[src/design/lxr_pkg.sv]
// lexer package: character classes, token kinds, operator tables, beat types
package lxr_pkg;

   localparam int POS_OUT_BITS = 16;
   localparam int LEN_BITS     = 16;
   localparam int KIND_BITS    = 6;
   localparam int OP_BITS      = 4;
   localparam int QUEUE_DEPTH  = 4;
   localparam int QPTR_BITS    = $clog2(QUEUE_DEPTH);

   localparam logic [LEN_BITS-1:0] LEN_MAX = '1;

   localparam logic [7:0] CHAR_UNDERSCORE = 8'h5F;
   localparam logic [7:0] CHAR_PLUS       = 8'h2B;
   localparam logic [7:0] CHAR_MINUS      = 8'h2D;
   localparam logic [7:0] CHAR_STAR       = 8'h2A;
   localparam logic [7:0] CHAR_SLASH      = 8'h2F;
   localparam logic [7:0] CHAR_PERCENT    = 8'h25;
   localparam logic [7:0] CHAR_EQUAL      = 8'h3D;
   localparam logic [7:0] CHAR_LESS       = 8'h3C;
   localparam logic [7:0] CHAR_GREATER    = 8'h3E;
   localparam logic [7:0] CHAR_NONE       = 8'h00;

   localparam logic [KIND_BITS-1:0] KIND_END          = 6'd0;
   localparam logic [KIND_BITS-1:0] KIND_ASSIGN       = 6'd1;
   localparam logic [KIND_BITS-1:0] KIND_PLUS         = 6'd2;
   localparam logic [KIND_BITS-1:0] KIND_MINUS        = 6'd3;
   localparam logic [KIND_BITS-1:0] KIND_ASTERISK     = 6'd4;
   localparam logic [KIND_BITS-1:0] KIND_SLASH        = 6'd5;
   localparam logic [KIND_BITS-1:0] KIND_MODULO       = 6'd6;
   localparam logic [KIND_BITS-1:0] KIND_EQUAL        = 6'd14;
   localparam logic [KIND_BITS-1:0] KIND_LESSTHAN     = 6'd16;
   localparam logic [KIND_BITS-1:0] KIND_LESSEQUAL    = 6'd17;
   localparam logic [KIND_BITS-1:0] KIND_GREATERTHAN  = 6'd18;
   localparam logic [KIND_BITS-1:0] KIND_GREATEREQUAL = 6'd19;
   localparam logic [KIND_BITS-1:0] KIND_NUMBER       = 6'd20;
   localparam logic [KIND_BITS-1:0] KIND_IDENTIFIER   = 6'd21;
   localparam logic [KIND_BITS-1:0] KIND_LPAREN       = 6'd22;
   localparam logic [KIND_BITS-1:0] KIND_RPAREN       = 6'd23;
   localparam logic [KIND_BITS-1:0] KIND_LBRACKET     = 6'd24;
   localparam logic [KIND_BITS-1:0] KIND_RBRACKET     = 6'd25;
   localparam logic [KIND_BITS-1:0] KIND_LBRACE       = 6'd26;
   localparam logic [KIND_BITS-1:0] KIND_RBRACE       = 6'd27;
   localparam logic [KIND_BITS-1:0] KIND_COMMA        = 6'd31;
   localparam logic [KIND_BITS-1:0] KIND_COLON        = 6'd32;
   localparam logic [KIND_BITS-1:0] KIND_DOUBLESLASH  = 6'd35;
   localparam logic [KIND_BITS-1:0] KIND_INCREMENT    = 6'd37;
   localparam logic [KIND_BITS-1:0] KIND_DECREMENT    = 6'd38;
   localparam logic [KIND_BITS-1:0] KIND_ADD_ASSIGN   = 6'd39;
   localparam logic [KIND_BITS-1:0] KIND_SUB_ASSIGN   = 6'd40;
   localparam logic [KIND_BITS-1:0] KIND_MUL_ASSIGN   = 6'd41;
   localparam logic [KIND_BITS-1:0] KIND_DIV_ASSIGN   = 6'd42;
   localparam logic [KIND_BITS-1:0] KIND_MOD_ASSIGN   = 6'd43;
   localparam logic [KIND_BITS-1:0] KIND_TERNARY      = 6'd44;

   localparam logic [OP_BITS-1:0] OP_NONE    = 4'd0;
   localparam logic [OP_BITS-1:0] OP_PLUS    = 4'd1;
   localparam logic [OP_BITS-1:0] OP_MINUS   = 4'd2;
   localparam logic [OP_BITS-1:0] OP_STAR    = 4'd3;
   localparam logic [OP_BITS-1:0] OP_SLASH   = 4'd4;
   localparam logic [OP_BITS-1:0] OP_PERCENT = 4'd5;
   localparam logic [OP_BITS-1:0] OP_EQUAL   = 4'd6;
   localparam logic [OP_BITS-1:0] OP_LESS    = 4'd7;
   localparam logic [OP_BITS-1:0] OP_GREATER = 4'd8;

   localparam logic [1:0] WORD_NONE   = 2'd0;
   localparam logic [1:0] WORD_NUMBER = 2'd1;
   localparam logic [1:0] WORD_IDENT  = 2'd2;

   typedef enum logic [2:0] {
      CLS_SPACE,
      CLS_DIGIT,
      CLS_ALPHA,
      CLS_OP,
      CLS_SINGLE,
      CLS_BAD
   } class_type;

   typedef struct packed {
      logic [7:0]              text_byte;
      logic                    end_of_text;
      logic [POS_OUT_BITS-1:0] pos;
      class_type               char_class;
      logic [OP_BITS-1:0]      op_code;
      logic [KIND_BITS-1:0]    single_kind;
   } item_type;

   typedef struct packed {
      logic                    is_error;
      logic [KIND_BITS-1:0]    token_kind;
      logic [POS_OUT_BITS-1:0] token_start;
      logic [LEN_BITS-1:0]     token_length;
      logic [7:0]              bad_char;
      logic                    last_of_run;
   } result_type;

   function automatic logic [OP_BITS-1:0] op_of_char(logic [7:0] c);
      logic [OP_BITS-1:0] k;
      case (c)
         CHAR_PLUS:    k = OP_PLUS;
         CHAR_MINUS:   k = OP_MINUS;
         CHAR_STAR:    k = OP_STAR;
         CHAR_SLASH:   k = OP_SLASH;
         CHAR_PERCENT: k = OP_PERCENT;
         CHAR_EQUAL:   k = OP_EQUAL;
         CHAR_LESS:    k = OP_LESS;
         CHAR_GREATER: k = OP_GREATER;
         default:      k = OP_NONE;
      endcase
      return k;
   endfunction

   function automatic logic [KIND_BITS-1:0] single_of_char(logic [7:0] c);
      logic [KIND_BITS-1:0] k;
      case (c)
         8'h3F:   k = KIND_TERNARY;
         8'h28:   k = KIND_LPAREN;
         8'h29:   k = KIND_RPAREN;
         8'h5B:   k = KIND_LBRACKET;
         8'h5D:   k = KIND_RBRACKET;
         8'h7B:   k = KIND_LBRACE;
         8'h7D:   k = KIND_RBRACE;
         8'h2C:   k = KIND_COMMA;
         8'h3A:   k = KIND_COLON;
         default: k = KIND_END;
      endcase
      return k;
   endfunction

   function automatic logic is_digit(logic [7:0] c);
      return (c >= 8'h30) && (c <= 8'h39);
   endfunction

   function automatic logic is_alpha(logic [7:0] c);
      return ((c >= 8'h61) && (c <= 8'h7A)) || ((c >= 8'h41) && (c <= 8'h5A));
   endfunction

   function automatic logic is_space(logic [7:0] c);
      return (c == 8'h20) || ((c >= 8'h09) && (c <= 8'h0D));
   endfunction

   function automatic logic [KIND_BITS-1:0] op_single(logic [OP_BITS-1:0] k);
      logic [KIND_BITS-1:0] r;
      case (k)
         OP_PLUS:    r = KIND_PLUS;
         OP_MINUS:   r = KIND_MINUS;
         OP_STAR:    r = KIND_ASTERISK;
         OP_SLASH:   r = KIND_SLASH;
         OP_PERCENT: r = KIND_MODULO;
         OP_EQUAL:   r = KIND_ASSIGN;
         OP_LESS:    r = KIND_LESSTHAN;
         OP_GREATER: r = KIND_GREATERTHAN;
         default:    r = KIND_END;
      endcase
      return r;
   endfunction

   function automatic logic [7:0] op_sec_a(logic [OP_BITS-1:0] k);
      logic [7:0] r;
      case (k)
         OP_PLUS:  r = CHAR_PLUS;
         OP_MINUS: r = CHAR_MINUS;
         OP_STAR, OP_SLASH, OP_PERCENT, OP_EQUAL, OP_LESS, OP_GREATER: r = CHAR_EQUAL;
         default:  r = CHAR_NONE;
      endcase
      return r;
   endfunction

   function automatic logic [KIND_BITS-1:0] op_kind_a(logic [OP_BITS-1:0] k);
      logic [KIND_BITS-1:0] r;
      case (k)
         OP_PLUS:    r = KIND_INCREMENT;
         OP_MINUS:   r = KIND_DECREMENT;
         OP_STAR:    r = KIND_MUL_ASSIGN;
         OP_SLASH:   r = KIND_DIV_ASSIGN;
         OP_PERCENT: r = KIND_MOD_ASSIGN;
         OP_EQUAL:   r = KIND_EQUAL;
         OP_LESS:    r = KIND_LESSEQUAL;
         OP_GREATER: r = KIND_GREATEREQUAL;
         default:    r = KIND_END;
      endcase
      return r;
   endfunction

   function automatic logic [7:0] op_sec_b(logic [OP_BITS-1:0] k);
      logic [7:0] r;
      case (k)
         OP_PLUS:  r = CHAR_EQUAL;
         OP_MINUS: r = CHAR_EQUAL;
         OP_SLASH: r = CHAR_SLASH;
         default:  r = CHAR_NONE;
      endcase
      return r;
   endfunction

   function automatic logic [KIND_BITS-1:0] op_kind_b(logic [OP_BITS-1:0] k);
      logic [KIND_BITS-1:0] r;
      case (k)
         OP_PLUS:  r = KIND_ADD_ASSIGN;
         OP_MINUS: r = KIND_SUB_ASSIGN;
         OP_SLASH: r = KIND_DOUBLESLASH;
         default:  r = KIND_END;
      endcase
      return r;
   endfunction

endpackage

[src/design/lxr_ifs.sv]
// valid/ready channel interfaces for text bytes and token results
interface lxr_req_if;
   logic       valid;
   logic       ready;
   logic [7:0] text_byte;
   logic       end_of_text;

   modport source (output valid, output text_byte, output end_of_text, input ready);
   modport sink (input valid, input text_byte, input end_of_text, output ready);
endinterface

interface lxr_rsp_if;
   logic        valid;
   logic        ready;
   logic        is_error;
   logic [5:0]  token_kind;
   logic [15:0] token_start;
   logic [15:0] token_length;
   logic [7:0]  bad_char;
   logic        last_of_run;

   modport source (output valid, output is_error, output token_kind, output token_start,
                   output token_length, output bad_char, output last_of_run, input ready);
   modport sink (input valid, input is_error, input token_kind, input token_start,
                 input token_length, input bad_char, input last_of_run, output ready);
endinterface

[src/design/lxr_front.sv]
// front end: accepts text beats, tracks position and classifies each byte
module lxr_front #(
   parameter int POSITION_BITS = 16
) (
   input  logic              clock,
   input  logic              reset,
   input  logic              in_valid,
   input  logic [7:0]        in_byte,
   input  logic              in_last,
   output logic              in_ready,
   input  logic              q_ready,
   output logic              q_valid,
   output lxr_pkg::item_type q_item
);

   logic [POSITION_BITS-1:0]         pos_ff;
   logic [POSITION_BITS-1:0]         pos_in;
   logic [lxr_pkg::POS_OUT_BITS-1:0] pos_low;
   logic                             accept;
   logic [lxr_pkg::OP_BITS-1:0]      op_k;
   logic [lxr_pkg::KIND_BITS-1:0]    single_k;

   generate
      if (POSITION_BITS >= lxr_pkg::POS_OUT_BITS) begin : g_pos_wide
         assign pos_low = pos_ff[lxr_pkg::POS_OUT_BITS-1:0];
      end else begin : g_pos_narrow
         assign pos_low = {{(lxr_pkg::POS_OUT_BITS-POSITION_BITS){1'b0}}, pos_ff};
      end
   endgenerate

   assign in_ready = q_ready;
   assign q_valid  = in_valid;
   assign accept   = in_valid && q_ready;
   assign op_k     = lxr_pkg::op_of_char(in_byte);
   assign single_k = lxr_pkg::single_of_char(in_byte);

   always_comb begin
      q_item.text_byte   = in_byte;
      q_item.end_of_text = in_last;
      q_item.pos         = pos_low;
      q_item.op_code     = op_k;
      q_item.single_kind = single_k;
      if (lxr_pkg::is_space(in_byte)) begin
         q_item.char_class = lxr_pkg::CLS_SPACE;
      end else if (lxr_pkg::is_digit(in_byte)) begin
         q_item.char_class = lxr_pkg::CLS_DIGIT;
      end else if (lxr_pkg::is_alpha(in_byte) || in_byte == lxr_pkg::CHAR_UNDERSCORE) begin
         q_item.char_class = lxr_pkg::CLS_ALPHA;
      end else if (op_k != lxr_pkg::OP_NONE) begin
         q_item.char_class = lxr_pkg::CLS_OP;
      end else if (single_k != lxr_pkg::KIND_END) begin
         q_item.char_class = lxr_pkg::CLS_SINGLE;
      end else begin
         q_item.char_class = lxr_pkg::CLS_BAD;
      end
   end

   always_comb begin
      pos_in = pos_ff;
      if (accept) begin
         pos_in = in_last ? '0 : pos_ff + POSITION_BITS'(1);
      end
   end

   always_ff @(posedge clock) begin
      if (reset) begin
         pos_ff <= '0;
      end else begin
         pos_ff <= pos_in;
      end
   end

endmodule

[src/design/lxr_queue.sv]
// short queue of classified bytes between front and back
module lxr_queue (
   input  logic              clock,
   input  logic              reset,
   input  logic              push_valid,
   input  lxr_pkg::item_type push_item,
   output logic              push_ready,
   output logic              head_valid,
   output lxr_pkg::item_type head_item,
   input  logic              pop
);

   lxr_pkg::item_type                mem_ff [lxr_pkg::QUEUE_DEPTH];
   logic [lxr_pkg::QPTR_BITS-1:0]    wr_ptr_ff, wr_ptr_in;
   logic [lxr_pkg::QPTR_BITS-1:0]    rd_ptr_ff, rd_ptr_in;
   logic [lxr_pkg::QPTR_BITS:0]      count_ff, count_in;
   logic                             do_push;
   logic                             do_pop;

   assign push_ready = count_ff != (lxr_pkg::QPTR_BITS+1)'(lxr_pkg::QUEUE_DEPTH);
   assign head_valid = count_ff != '0;
   assign head_item  = mem_ff[rd_ptr_ff];
   assign do_push    = push_valid && push_ready;
   assign do_pop     = pop && head_valid;

   always_comb begin
      wr_ptr_in = do_push ? wr_ptr_ff + lxr_pkg::QPTR_BITS'(1) : wr_ptr_ff;
      rd_ptr_in = do_pop ? rd_ptr_ff + lxr_pkg::QPTR_BITS'(1) : rd_ptr_ff;
      count_in  = count_ff;
      if (do_push && !do_pop) begin
         count_in = count_ff + (lxr_pkg::QPTR_BITS+1)'(1);
      end else if (do_pop && !do_push) begin
         count_in = count_ff - (lxr_pkg::QPTR_BITS+1)'(1);
      end
   end

   always_ff @(posedge clock) begin
      if (do_push) begin
         mem_ff[wr_ptr_ff] <= push_item;
      end
   end

   always_ff @(posedge clock) begin
      if (reset) begin
         wr_ptr_ff <= '0;
         rd_ptr_ff <= '0;
         count_ff  <= '0;
      end else begin
         wr_ptr_ff <= wr_ptr_in;
         rd_ptr_ff <= rd_ptr_in;
         count_ff  <= count_in;
      end
   end

endmodule

[src/design/lxr_back.sv]
// back end: lexer state, token generation and output register
module lxr_back (
   input  logic                clock,
   input  logic                reset,
   input  logic                head_valid,
   input  lxr_pkg::item_type   head_item,
   output logic                pop,
   output logic                out_valid,
   output lxr_pkg::result_type out_beat,
   input  logic                out_ready
);

   localparam int NCAND = 5;

   logic [lxr_pkg::OP_BITS-1:0]      pend_op_ff, pend_op_in;
   logic [1:0]                       word_kind_ff, word_kind_in;
   logic [lxr_pkg::POS_OUT_BITS-1:0] word_start_ff, word_start_in;
   logic [lxr_pkg::LEN_BITS-1:0]     word_len_ff, word_len_in;
   logic                             phase_ff, phase_in;
   logic                             out_valid_ff, out_valid_in;
   lxr_pkg::result_type              out_ff, out_in;

   lxr_pkg::result_type              cand [NCAND];
   logic [NCAND-1:0]                 cand_v;
   lxr_pkg::result_type              res0, res1, sel;
   logic [1:0]                       n_res;
   logic [2:0]                       cnt;
   logic                             done;
   logic                             word_live;
   logic                             cont;
   logic [7:0]                       c;
   logic                             load;
   logic                             final_beat;

   function automatic lxr_pkg::result_type make_token(
      logic [lxr_pkg::KIND_BITS-1:0]    kind,
      logic [lxr_pkg::POS_OUT_BITS-1:0] start,
      logic [lxr_pkg::LEN_BITS-1:0]     len
   );
      lxr_pkg::result_type r;
      r.is_error     = 1'b0;
      r.token_kind   = kind;
      r.token_start  = start;
      r.token_length = len;
      r.bad_char     = 8'h00;
      r.last_of_run  = 1'b0;
      return r;
   endfunction

   always_comb begin
      c             = head_item.text_byte;
      pend_op_in    = pend_op_ff;
      word_kind_in  = word_kind_ff;
      word_start_in = word_start_ff;
      word_len_in   = word_len_ff;
      done          = 1'b0;
      cont          = 1'b0;
      cand_v        = '0;
      for (int i = 0; i < NCAND; i++) begin
         cand[i] = '0;
      end

      // pending operator: two-character match or flush as single
      if (pend_op_in != lxr_pkg::OP_NONE && pend_op_in <= lxr_pkg::OP_GREATER) begin
         cand_v[0] = 1'b1;
         if (c == lxr_pkg::op_sec_a(pend_op_in)) begin
            cand[0] = make_token(lxr_pkg::op_kind_a(pend_op_in), word_start_in,
                                 lxr_pkg::LEN_BITS'(2));
            done    = 1'b1;
         end else if (lxr_pkg::op_sec_b(pend_op_in) != lxr_pkg::CHAR_NONE &&
                      c == lxr_pkg::op_sec_b(pend_op_in)) begin
            cand[0] = make_token(lxr_pkg::op_kind_b(pend_op_in), word_start_in,
                                 lxr_pkg::LEN_BITS'(2));
            done    = 1'b1;
         end else begin
            cand[0] = make_token(lxr_pkg::op_single(pend_op_in), word_start_in,
                                 lxr_pkg::LEN_BITS'(1));
         end
      end
      pend_op_in = lxr_pkg::OP_NONE;

      // word in progress: extend or flush
      word_live = word_kind_in == lxr_pkg::WORD_NUMBER || word_kind_in == lxr_pkg::WORD_IDENT;
      if (!done && word_live) begin
         if (word_kind_in == lxr_pkg::WORD_NUMBER) begin
            cont = head_item.char_class == lxr_pkg::CLS_DIGIT;
         end else begin
            cont = head_item.char_class == lxr_pkg::CLS_DIGIT ||
                   head_item.char_class == lxr_pkg::CLS_ALPHA;
         end
         if (cont) begin
            if (word_len_in != lxr_pkg::LEN_MAX) begin
               word_len_in = word_len_in + lxr_pkg::LEN_BITS'(1);
            end
            done = 1'b1;
         end else begin
            cand_v[1]    = 1'b1;
            cand[1]      = make_token(word_kind_in == lxr_pkg::WORD_NUMBER ?
                                      lxr_pkg::KIND_NUMBER : lxr_pkg::KIND_IDENTIFIER,
                                      word_start_in, word_len_in);
            word_kind_in = lxr_pkg::WORD_NONE;
            word_len_in  = '0;
         end
      end else if (!word_live) begin
         word_kind_in = lxr_pkg::WORD_NONE;
      end

      // start of something new
      if (!done) begin
         case (head_item.char_class)
            lxr_pkg::CLS_SPACE: begin
            end
            lxr_pkg::CLS_DIGIT: begin
               word_kind_in  = lxr_pkg::WORD_NUMBER;
               word_start_in = head_item.pos;
               word_len_in   = lxr_pkg::LEN_BITS'(1);
            end
            lxr_pkg::CLS_ALPHA: begin
               word_kind_in  = lxr_pkg::WORD_IDENT;
               word_start_in = head_item.pos;
               word_len_in   = lxr_pkg::LEN_BITS'(1);
            end
            lxr_pkg::CLS_OP: begin
               pend_op_in    = head_item.op_code;
               word_start_in = head_item.pos;
            end
            lxr_pkg::CLS_SINGLE: begin
               cand_v[2] = 1'b1;
               cand[2]   = make_token(head_item.single_kind, head_item.pos,
                                      lxr_pkg::LEN_BITS'(1));
            end
            default: begin
               cand_v[2]         = 1'b1;
               cand[2]           = make_token(lxr_pkg::KIND_END, head_item.pos,
                                              lxr_pkg::LEN_BITS'(1));
               cand[2].is_error  = 1'b1;
               cand[2].bad_char  = c;
            end
         endcase
      end

      // end of text flush
      if (head_item.end_of_text) begin
         if (pend_op_in != lxr_pkg::OP_NONE) begin
            cand_v[3] = 1'b1;
            cand[3]   = make_token(lxr_pkg::op_single(pend_op_in), word_start_in,
                                   lxr_pkg::LEN_BITS'(1));
         end
         if (word_kind_in != lxr_pkg::WORD_NONE) begin
            cand_v[4] = 1'b1;
            cand[4]   = make_token(word_kind_in == lxr_pkg::WORD_NUMBER ?
                                   lxr_pkg::KIND_NUMBER : lxr_pkg::KIND_IDENTIFIER,
                                   word_start_in, word_len_in);
         end
         pend_op_in   = lxr_pkg::OP_NONE;
         word_kind_in = lxr_pkg::WORD_NONE;
         word_len_in  = '0;
      end

      // first two results in order
      res0 = '0;
      res1 = '0;
      cnt  = '0;
      for (int i = 0; i < NCAND; i++) begin
         if (cand_v[i]) begin
            if (cnt == 3'd0) begin
               res0 = cand[i];
            end else if (cnt == 3'd1) begin
               res1 = cand[i];
            end
            cnt = cnt + 3'd1;
         end
      end
      n_res = cnt[1:0];
   end

   assign final_beat = phase_ff || (n_res == 2'd1);
   assign load       = head_valid && (n_res != 2'd0) && (!out_valid_ff || out_ready);
   assign pop        = head_valid && ((n_res == 2'd0) || (load && final_beat));

   always_comb begin
      sel             = phase_ff ? res1 : res0;
      sel.last_of_run = final_beat;
      out_in          = load ? sel : out_ff;
      out_valid_in    = out_valid_ff;
      if (load) begin
         out_valid_in = 1'b1;
      end else if (out_ready) begin
         out_valid_in = 1'b0;
      end
      phase_in = phase_ff;
      if (pop) begin
         phase_in = 1'b0;
      end else if (load) begin
         phase_in = 1'b1;
      end
   end

   always_ff @(posedge clock) begin
      out_ff <= out_in;
   end

   always_ff @(posedge clock) begin
      if (reset) begin
         pend_op_ff    <= lxr_pkg::OP_NONE;
         word_kind_ff  <= lxr_pkg::WORD_NONE;
         word_start_ff <= '0;
         word_len_ff   <= '0;
         phase_ff      <= 1'b0;
         out_valid_ff  <= 1'b0;
      end else begin
         if (pop) begin
            pend_op_ff    <= pend_op_in;
            word_kind_ff  <= word_kind_in;
            word_start_ff <= word_start_in;
            word_len_ff   <= word_len_in;
         end
         phase_ff     <= phase_in;
         out_valid_ff <= out_valid_in;
      end
   end

   assign out_valid = out_valid_ff;
   assign out_beat  = out_ff;

`ifndef SYNTHESIS
   a_phase_two_results: assert property (@(posedge clock) disable iff (reset)
      phase_ff |-> (head_valid && n_res == 2'd2))
      else $error("second beat pending without a two-result byte");

   a_pop_after_second: assert property (@(posedge clock) disable iff (reset)
      (pop && n_res == 2'd2) |-> phase_ff)
      else $error("byte retired before its second result");

   a_op_word_exclusive: assert property (@(posedge clock) disable iff (reset)
      (pend_op_ff != lxr_pkg::OP_NONE) |-> (word_kind_ff == lxr_pkg::WORD_NONE))
      else $error("operator and word pending together");
`endif

endmodule

[src/design/c_style_lexer.sv]
// lexer top level: one text byte in per beat, tokens out with start and length
// accepted bytes are written into the queue; result beats are registered in the back end
// throughput: one byte per cycle if the queue has room; two-result bytes hold the back end
// a four-entry queue between front and back absorbs those holds and output stalls
// reset is synchronous: position, lexer state, queue and output valid are cleared
module c_style_lexer #(
   parameter int POSITION_BITS = 16
) (
   input logic      clock,
   input logic      reset,
   lxr_req_if.sink  req_if,
   lxr_rsp_if.source rsp_if
);

   logic                q_push_valid;
   logic                q_push_ready;
   lxr_pkg::item_type   q_push_item;
   logic                q_head_valid;
   lxr_pkg::item_type   q_head_item;
   logic                q_pop;
   lxr_pkg::result_type rsp_beat;

   lxr_front #(
      .POSITION_BITS(POSITION_BITS)
   ) u_front (
      .clock    (clock),
      .reset    (reset),
      .in_valid (req_if.valid),
      .in_byte  (req_if.text_byte),
      .in_last  (req_if.end_of_text),
      .in_ready (req_if.ready),
      .q_ready  (q_push_ready),
      .q_valid  (q_push_valid),
      .q_item   (q_push_item)
   );

   lxr_queue u_queue (
      .clock      (clock),
      .reset      (reset),
      .push_valid (q_push_valid),
      .push_item  (q_push_item),
      .push_ready (q_push_ready),
      .head_valid (q_head_valid),
      .head_item  (q_head_item),
      .pop        (q_pop)
   );

   lxr_back u_back (
      .clock      (clock),
      .reset      (reset),
      .head_valid (q_head_valid),
      .head_item  (q_head_item),
      .pop        (q_pop),
      .out_valid  (rsp_if.valid),
      .out_beat   (rsp_beat),
      .out_ready  (rsp_if.ready)
   );

   assign rsp_if.is_error     = rsp_beat.is_error;
   assign rsp_if.token_kind   = rsp_beat.token_kind;
   assign rsp_if.token_start  = rsp_beat.token_start;
   assign rsp_if.token_length = rsp_beat.token_length;
   assign rsp_if.bad_char     = rsp_beat.bad_char;
   assign rsp_if.last_of_run  = rsp_beat.last_of_run;

endmodule

[src/flat_wrapper.sv]
// flat-port wrapper written by rule: the top's interface ports become plain ports
module c_style_lexer_flat 
#(
   parameter int POSITION_BITS = 16
)
  (clock, reset, req_if_valid, req_if_text_byte, req_if_end_of_text, req_if_ready, rsp_if_valid, rsp_if_is_error, rsp_if_token_kind, rsp_if_token_start, rsp_if_token_length, rsp_if_bad_char, rsp_if_last_of_run, rsp_if_ready);
  lxr_req_if req_if_i ();
  lxr_rsp_if rsp_if_i ();
  input logic clock;
  input logic reset;
  input wire logic [$bits(req_if_i.valid)-1:0] req_if_valid;
  input wire logic [$bits(req_if_i.text_byte)-1:0] req_if_text_byte;
  input wire logic [$bits(req_if_i.end_of_text)-1:0] req_if_end_of_text;
  output wire logic [$bits(req_if_i.ready)-1:0] req_if_ready;
  output wire logic [$bits(rsp_if_i.valid)-1:0] rsp_if_valid;
  output wire logic [$bits(rsp_if_i.is_error)-1:0] rsp_if_is_error;
  output wire logic [$bits(rsp_if_i.token_kind)-1:0] rsp_if_token_kind;
  output wire logic [$bits(rsp_if_i.token_start)-1:0] rsp_if_token_start;
  output wire logic [$bits(rsp_if_i.token_length)-1:0] rsp_if_token_length;
  output wire logic [$bits(rsp_if_i.bad_char)-1:0] rsp_if_bad_char;
  output wire logic [$bits(rsp_if_i.last_of_run)-1:0] rsp_if_last_of_run;
  input wire logic [$bits(rsp_if_i.ready)-1:0] rsp_if_ready;
  assign req_if_i.valid = req_if_valid;
  assign req_if_i.text_byte = req_if_text_byte;
  assign req_if_i.end_of_text = req_if_end_of_text;
  assign req_if_ready = req_if_i.ready;
  assign rsp_if_valid = rsp_if_i.valid;
  assign rsp_if_is_error = rsp_if_i.is_error;
  assign rsp_if_token_kind = rsp_if_i.token_kind;
  assign rsp_if_token_start = rsp_if_i.token_start;
  assign rsp_if_token_length = rsp_if_i.token_length;
  assign rsp_if_bad_char = rsp_if_i.bad_char;
  assign rsp_if_last_of_run = rsp_if_i.last_of_run;
  assign rsp_if_i.ready = rsp_if_ready;
  c_style_lexer #(.POSITION_BITS(POSITION_BITS)) u_core (.clock(clock), .reset(reset), .req_if(req_if_i), .rsp_if(rsp_if_i));
endmodule
[config.mk]
export PLATFORM = sky130hd
export DESIGN_NAME = c_style_lexer_flat
export DESIGN_NICKNAME = d
export VERILOG_FILES = /design/src/design/lxr_pkg.sv /design/src/design/lxr_ifs.sv /design/src/design/lxr_front.sv /design/src/design/lxr_queue.sv /design/src/design/lxr_back.sv /design/src/design/c_style_lexer.sv /design/src/flat_wrapper.sv
export SDC_FILE = /design/constraint.sdc
export NUM_CORES = 1
export LEC_CHECK = 0
export BUFFER_PORTS_ARGS = -buffer_cell sky130_fd_sc_hd__buf_2
export CORE_MARGIN = 2
export CORE_UTILIZATION = 56
export CTS_CLUSTER_DIAMETER = 100
export CTS_CLUSTER_SIZE = 28
export DETAILED_ROUTE_END_ITERATION = 10
export PLACE_DENSITY_LB_ADDON = 0.15
export SLEW_MARGIN = 15
export SYNTH_ARGS = -nofsm -noshare
export SYNTH_HDL_FRONTEND = slang
export SYNTH_SLANG_ARGS = --single-unit
[constraint.sdc]
create_clock -name clock -period 6.45 [get_ports clock]
set_input_delay 0.3225 -clock clock [delete_from_list [all_inputs] [get_ports clock]]
set_output_delay 0.3225 -clock clock [all_outputs]
set_load 0.02 [all_outputs]
## Word level (Yosys, flattened, before mapping)

Memory sizes are Yosys's and may differ from the RTL's. A register that Yosys moved wholly into a read port is not among the register bits.
Cells that the tools add are included.

| storage, ports and cells | value |
|---|---|
| bits in read-only memories | 320 |
| bits of input ports | 13 |
| bits in registers | 111 |
| memories kept | 5 |
| memory bits (writable) | 152 |
| word-level logic and storage cells | 224 |
| output and inout bits | 50 |

| operators by class | value |
|---|---|
| reductions and logical operators | 48 |
| multiplexer cells | 98 |
| add/sub/neg operators | 10 |
| order comparisons | 9 |
| equality and inequality tests | 38 |

Memory list:

| memory | depth | width | read ports | clocked after Yosys merged registers in | write ports | RTL line | source |
|---|---|---|---|---|---|---|---|
| u_core.u_queue.mem_ff | 4 | 38 | 1 | 1 | 1 | lxr_queue.sv:13 | `lxr_pkg::item_type mem_ff [lxr_pkg::QUEUE_DEPTH];` |
| (no name shown) | 16 | 6 | 1 | 1 | 0 | lxr_pkg.sv:160 | `case (k)` |
| (no name shown) | 16 | 6 | 1 | 1 | 0 | lxr_pkg.sv:171 | `case (k)` |
| (no name shown) | 16 | 4 | 1 | 1 | 0 | lxr_pkg.sv:144 | `case (k)` |
| (no name shown) | 16 | 4 | 1 | 0 | 0 | lxr_pkg.sv:144 |  |

Operators with widths:

| cell | number |
|---|---|
| $mux W48 | 23 |
| $mux W47 | 4 |
| $mux W16 | 9 |
| $mux W46 | 3 |
| $eq A8 B6 Y1 const B | 14 |
| $pmux W48 S2 | 1 |
| $mux W95 | 1 |
| $pmux W6 S9 | 1 |
| $eq A8 B7 Y1 const B | 5 |
| $mux W4 | 9 |
| $add A16 B1 Y16 const B | 2 |
| $pmux W4 S8 | 1 |
| $mux W3 | 9 |
| $mux W8 | 3 |
| $mux W1 | 22 |
| $mux W2 | 9 |
| $pmux W6 S3 | 1 |
| $eq A8 B8 Y1 | 2 |
| $ge A8 B7 Y1 const B | 2 |
| $le A8 B7 Y1 const B | 2 |
| $ne A16 B16 Y1 const B | 1 |
| $eq A3 B1 Y1 const B | 5 |
| $logic_and A1 B1 Y1 | 15 |
| $logic_not A3 Y1 | 5 |
| 29 further kinds | 54 |

## Longest topological paths before layout

| logic depth | value |
|---|---|
| depth in word-level cells | 34 |
| mapped depth | 32 |
| gate-level depth less buffers | 26 |

## Hierarchy

From an unflattened synthesis, not the netlist that was laid out.

| second synthesis, totals | value |
|---|---|
| cells, all modules | 1168 |
| area total of the unflattened synthesis | 13758.2 um2 |

Modules (own cells, without submodules):

| module | cells an instance | sequential area each (um2) | times used | area an instance (um2) |
|---|---|---|---|---|
| lxr_back | 741 | 2502.4 | 1 | 6472.5 |
| lxr_queue | 246 | 4744.6 | 1 | 5963.2 |
| lxr_front | 181 | 320.3 | 1 | 1322.5 |

## Worst setup path before layout

No wires, ideal clock.

| timing path | value |
|---|---|
| kind | register -> register |
| start point | reg (tool-made name) |
| end point | reg u_core.u_back.out_ff (netlist bit u_core.u_back.out_beat[0]), enable pin |
| arrival | 6728 ps |
| cell stages (with the launch flop) | 25 |
| period minus slack after synthesis | 7189 ps |
| path buffers | 4 |
| setup time | 461 ps |
| data required time | 5989 ps |
| path slack | -739 ps |
| cells stage by stage | dfxtp_1 buf_6 buf_6 mux4_2 nor2_2 o21ai_1 or4_1 buf_6 a21oi_4 nor2_1 and2_1 clkbuf_1 inv_1 ha_1 inv_1 o31ai_1 or4_1 a21oi_1 nor4b_1 nand2_2 ha_1 and3_1 a21oi_1 o21ai_0 nor2b_1 |

RTL lines:

| item | RTL line | source |
|---|---|---|
| to (signal assigned) | lxr_back.sv:200 | `out_ff <= out_in;` |
| to (decl) | lxr_back.sv:21 | `lxr_pkg::result_type out_ff, out_in;` |

==> metrics.txt <==
Post-synth ARST share=0%; Slew HR=31.3%; Port Buffers=62; Worst setup EP type=flop; fillcell total=1,847; measured slew at the worst slew-check pin=1.03 ns; Peak VDD IR=0.000494 V; Synth Area per Inst=12.0 um^2; Pins Over Slew Limit=0; CTS buffer count=13; io pins=63; clock sinks=278; CP bufs+invs=3; Nets=1,196; Syn. warnings=0; top sig layer=met4; Leak Pwr=5.03 nW; post-synthesis cell count=1,113; Power, Total=5.97 mW; ys flop type=edfxtp_1; # setup viols final=0; Power Density=412 nW/um^2; Final min period=6.07 ns; met3 WL=1.51 mm; gr usage total=23.2%; drt pass-1 iters=5; WP data required=6.88 ns; DRT iter0 DRCs=790; met2 wire len=13.3 mm; outcome=completed; synthesis-to-layout area growth=8.44%; first-pass GRT wire length=45.6 mm; Net Count, Synth=1,149; initial antenna violation count=0; largest stage delay on the critical path=0.56 ns; Initial Util=56.9%; Crit path depth=24; setup tns final=0 ns; die height=158 um; final period utilization=94.1%; critical-path cell list=buf_4, mux4_2, or4_4, a21o_1, a21oi_4, nor2_1, buf_4, nand2_1, ha_1, inv_1, o31ai_2, or4_1, a21oi_1, nor4b_2, nand2_2, ha_1, and3_1, o22ai_1, a221o_2, ha_1, fa_1, xnor2_1, or3_1, a21oi_1; worst-skew pair later-pin latency=0.50 ns; H-tree level count=1; flop-to-flop setup slack=0.38 ns; Via density=6.07; CTS clk-pin slew, worst paths=0.10 ns; Hold Crit Class=in -> reg; Yosys reg bits=278; Max Clock Skew=0.0146 ns; largest net degree at the start of global routing=50; critical path class=reg -> reg; reg-to-reg endpoint=u_core.u_queue.count_ff[2]; CTS max path bufs=3; cell family with most CP delay=simple AND/OR/NAND/NOR gates; diode count=0; Die Span X=158 um; Worst setup SP type=flop; critical path fanouts, max=7; worst setup path endpoint=u_core.u_queue.count_ff[2]; Hold Vio Cnt, Final=0; per-cell routed wire length=19.5 um; Seq/Total Area, Yosys=56.6%; DRC=0; root buf cell=clkbuf_16; antenna-violating nets left=0; CTS tree=built; Row Count=56; GRT overflow=0; FMAX=165 MHz; Yosys cell types=81; Placer Congestion=0.908; Netlist Area Pre-Place=13,400 um^2; Placement Setup Slack=0.161 ns; DR vias=9,020; core area=23,500 um^2; Post-synth EDFFs=200; Max Cap Viol=0; vias in the first global route=8,202; Die Area=25,100 um^2; hpwl dp=19.7 mm; fin worst setup slack=0.377 ns; R2R cell count=24; RSZ-0062 raised after global routing=no; DRT Wirelength=29.0 mm; layout cell share with drive strength beyond 1=16.5%; final hold slack=0.0619 ns; Crit-path slowest cell=or4_4; critical path's most frequent cell=ha_1; Data arrival, critical path=6.50 ns; M1 wire length=13.7 mm
==> worst min path at each step <==
| stage | start | endpoint | slack [ns] | cells past startpoint |
|---|---|---|---|---|
| final | req_if_end_of_text | u_core.u_queue.mem_ff[2][29] | 0.06 | 1 |
| after CTS | req_if_end_of_text | u_core.u_queue.mem_ff[2][29] | 0.05 | 1 |
| after global placement | u_core.u_queue.rd_ptr_ff[1] | flop | 0.47 | 2 |
| after detailed placement | u_core.u_queue.rd_ptr_ff[1] | flop | 0.49 | 2 |
| after global routing | req_if_text_byte[7] | u_core.u_queue.mem_ff[2][37] | 0.06 | 1 |
| after floorplan | req_if_end_of_text | u_core.u_queue.mem_ff[0][29] | 0.42 | 0 |
==> routing by layer <==
layer	track usage, %	up-vias
met2	36.1	267
met1	36.0	4401
met4	4.63	0
met3	2.10	33
met5	0	-
li1	-	4319
==> final cells by class <==
class / instances / area, um^2 / share of cell area, %
Tap cell: 319 / 399 / 2.76
Clock buffer: 21 / 365 / 2.52
Clock inverter: 1 / 8.76 / 0.0605
Sequential cell: 278 / 7570 / 52.3
Inverter: 40 / 151 / 1.05
Multi-Input combinational cell: 729 / 5360 / 37.0
Timing Repair Buffer: 98 / 631 / 4.35
==> power by group <==
part	internal (mW)	total [mW]	leakage (nW)	switching, mW
combinational	0.936	2.55	2.36	1.61
clock	0.398	0.928	0.180	0.529
sequential	2.37	2.50	2.49	0.132
total	3.70	5.97	5.03	2.27
==> flip-flops by register name, indices dropped and copies added, names as in the netlist, named ones only <==
signal                       flops
u_core.u_queue.mem_ff          152
u_core.u_back.out_beat          48
u_core.u_back.word_len_ff       16
u_core.u_back.word_start_ff     16
u_core.u_front.pos_ff           16
u_core.u_back.pend_op_ff         4
u_core.u_queue.count_ff          3
u_core.u_back.word_kind_ff       2
u_core.u_queue.rd_ptr_ff         2
u_core.u_queue.wr_ptr_ff         2
u_core.u_back.out_valid          1
u_core.u_back.phase_ff           1
==> repair_timing <==
| item | CTS | global route |
|---|---|---|
| resized for setup | 0 | 5 |
| hold buffers | 0 | 0 |
| setup buffers | 0 | 4 |
| setup endpoints to repair | 0 | 78 |
==> synthesized netlist by cell type, drive strengths merged, types with 5 or more instances <==
cell type / count / share of area [%]
a221oi: 6 / 0.39
ha: 22 / 2.1
nand3: 29 / 1.1
xnor2: 15 / 0.98
mux2: 7 / 0.62
nor2: 103 / 3.0
and2: 11 / 0.52
o21ai: 36 / 1.3
dfxtp: 78 / 12
nor3: 24 / 0.94
edfxtp: 200 / 45
nand2b: 13 / 0.61
a311oi: 5 / 0.33
a22o: 9 / 0.59
and4: 7 / 0.46
mux4: 38 / 6.4
nand2: 78 / 2.2
inv: 39 / 1.1
a22oi: 24 / 1.3
mux2i: 32 / 2.5
o32ai: 6 / 0.45
clkbuf: 45 / 1.3
a21oi: 67 / 2.7
a221o: 17 / 1.3
buf: 21 / 1.2
nor4: 6 / 0.44
nand4: 8 / 0.37
xor2: 15 / 0.98
a211oi: 9 / 0.51
a31oi: 27 / 1.3
or3: 8 / 0.37
and3: 16 / 0.75
o22ai: 5 / 0.23
nor2b: 29 / 1.4
nor3b: 5 / 0.28
==> cell usage in the layout, fill, tap and decap left out, types with 16 or more instances in the layout <==
| master | Yosys | final |
|---|---|---|
| edfxtp_1 | 200 | 200 |
| nor2_1 | 99 | 99 |
| nand2_1 | 75 | 75 |
| dfxtp_1 | 78 | 75 |
| a21oi_1 | 65 | 64 |
| buf_2 | 7 | 62 |
| inv_1 | 38 | 38 |
| mux4_2 | 38 | 38 |
| buf_4 | 2 | 32 |
| mux2i_1 | 30 | 30 |
| nand3_1 | 29 | 29 |
| o21ai_0 | 29 | 29 |
| nor2b_1 | 29 | 28 |
| a31oi_1 | 27 | 27 |
| a22oi_1 | 24 | 24 |
| nor3_1 | 23 | 23 |
| ha_1 | 22 | 22 |
| a221o_1 | 17 | 16 |
==> metrics by stage <==
stage	area, um^2	cells	util (%)
after floorplan	13400	1113	-
after global placement	14000	1460	59.8
after detailed placement	14000	1460	59.8
after CTS	14400	1482	61.4
after global routing	14500	1486	61.7
final	14500	1486	61.7
==> logic make-up (layout without fill, tap and decap cells) <==
kind of cell | after synthesis | in the layout | share of synthesized area [%]
simple gates | 353 | 353 | 13.4
buf+inv | 106 | 160 | 3.56
fa+ha+maj | 23 | 23 | 2.21
xor+xnor | 30 | 30 | 1.97
compound gates | 246 | 246 | 12.7
mux | 77 | 77 | 9.54
flops | 278 | 278 | 56.6
No activity file was read; power rests on OpenSTA's default activity.
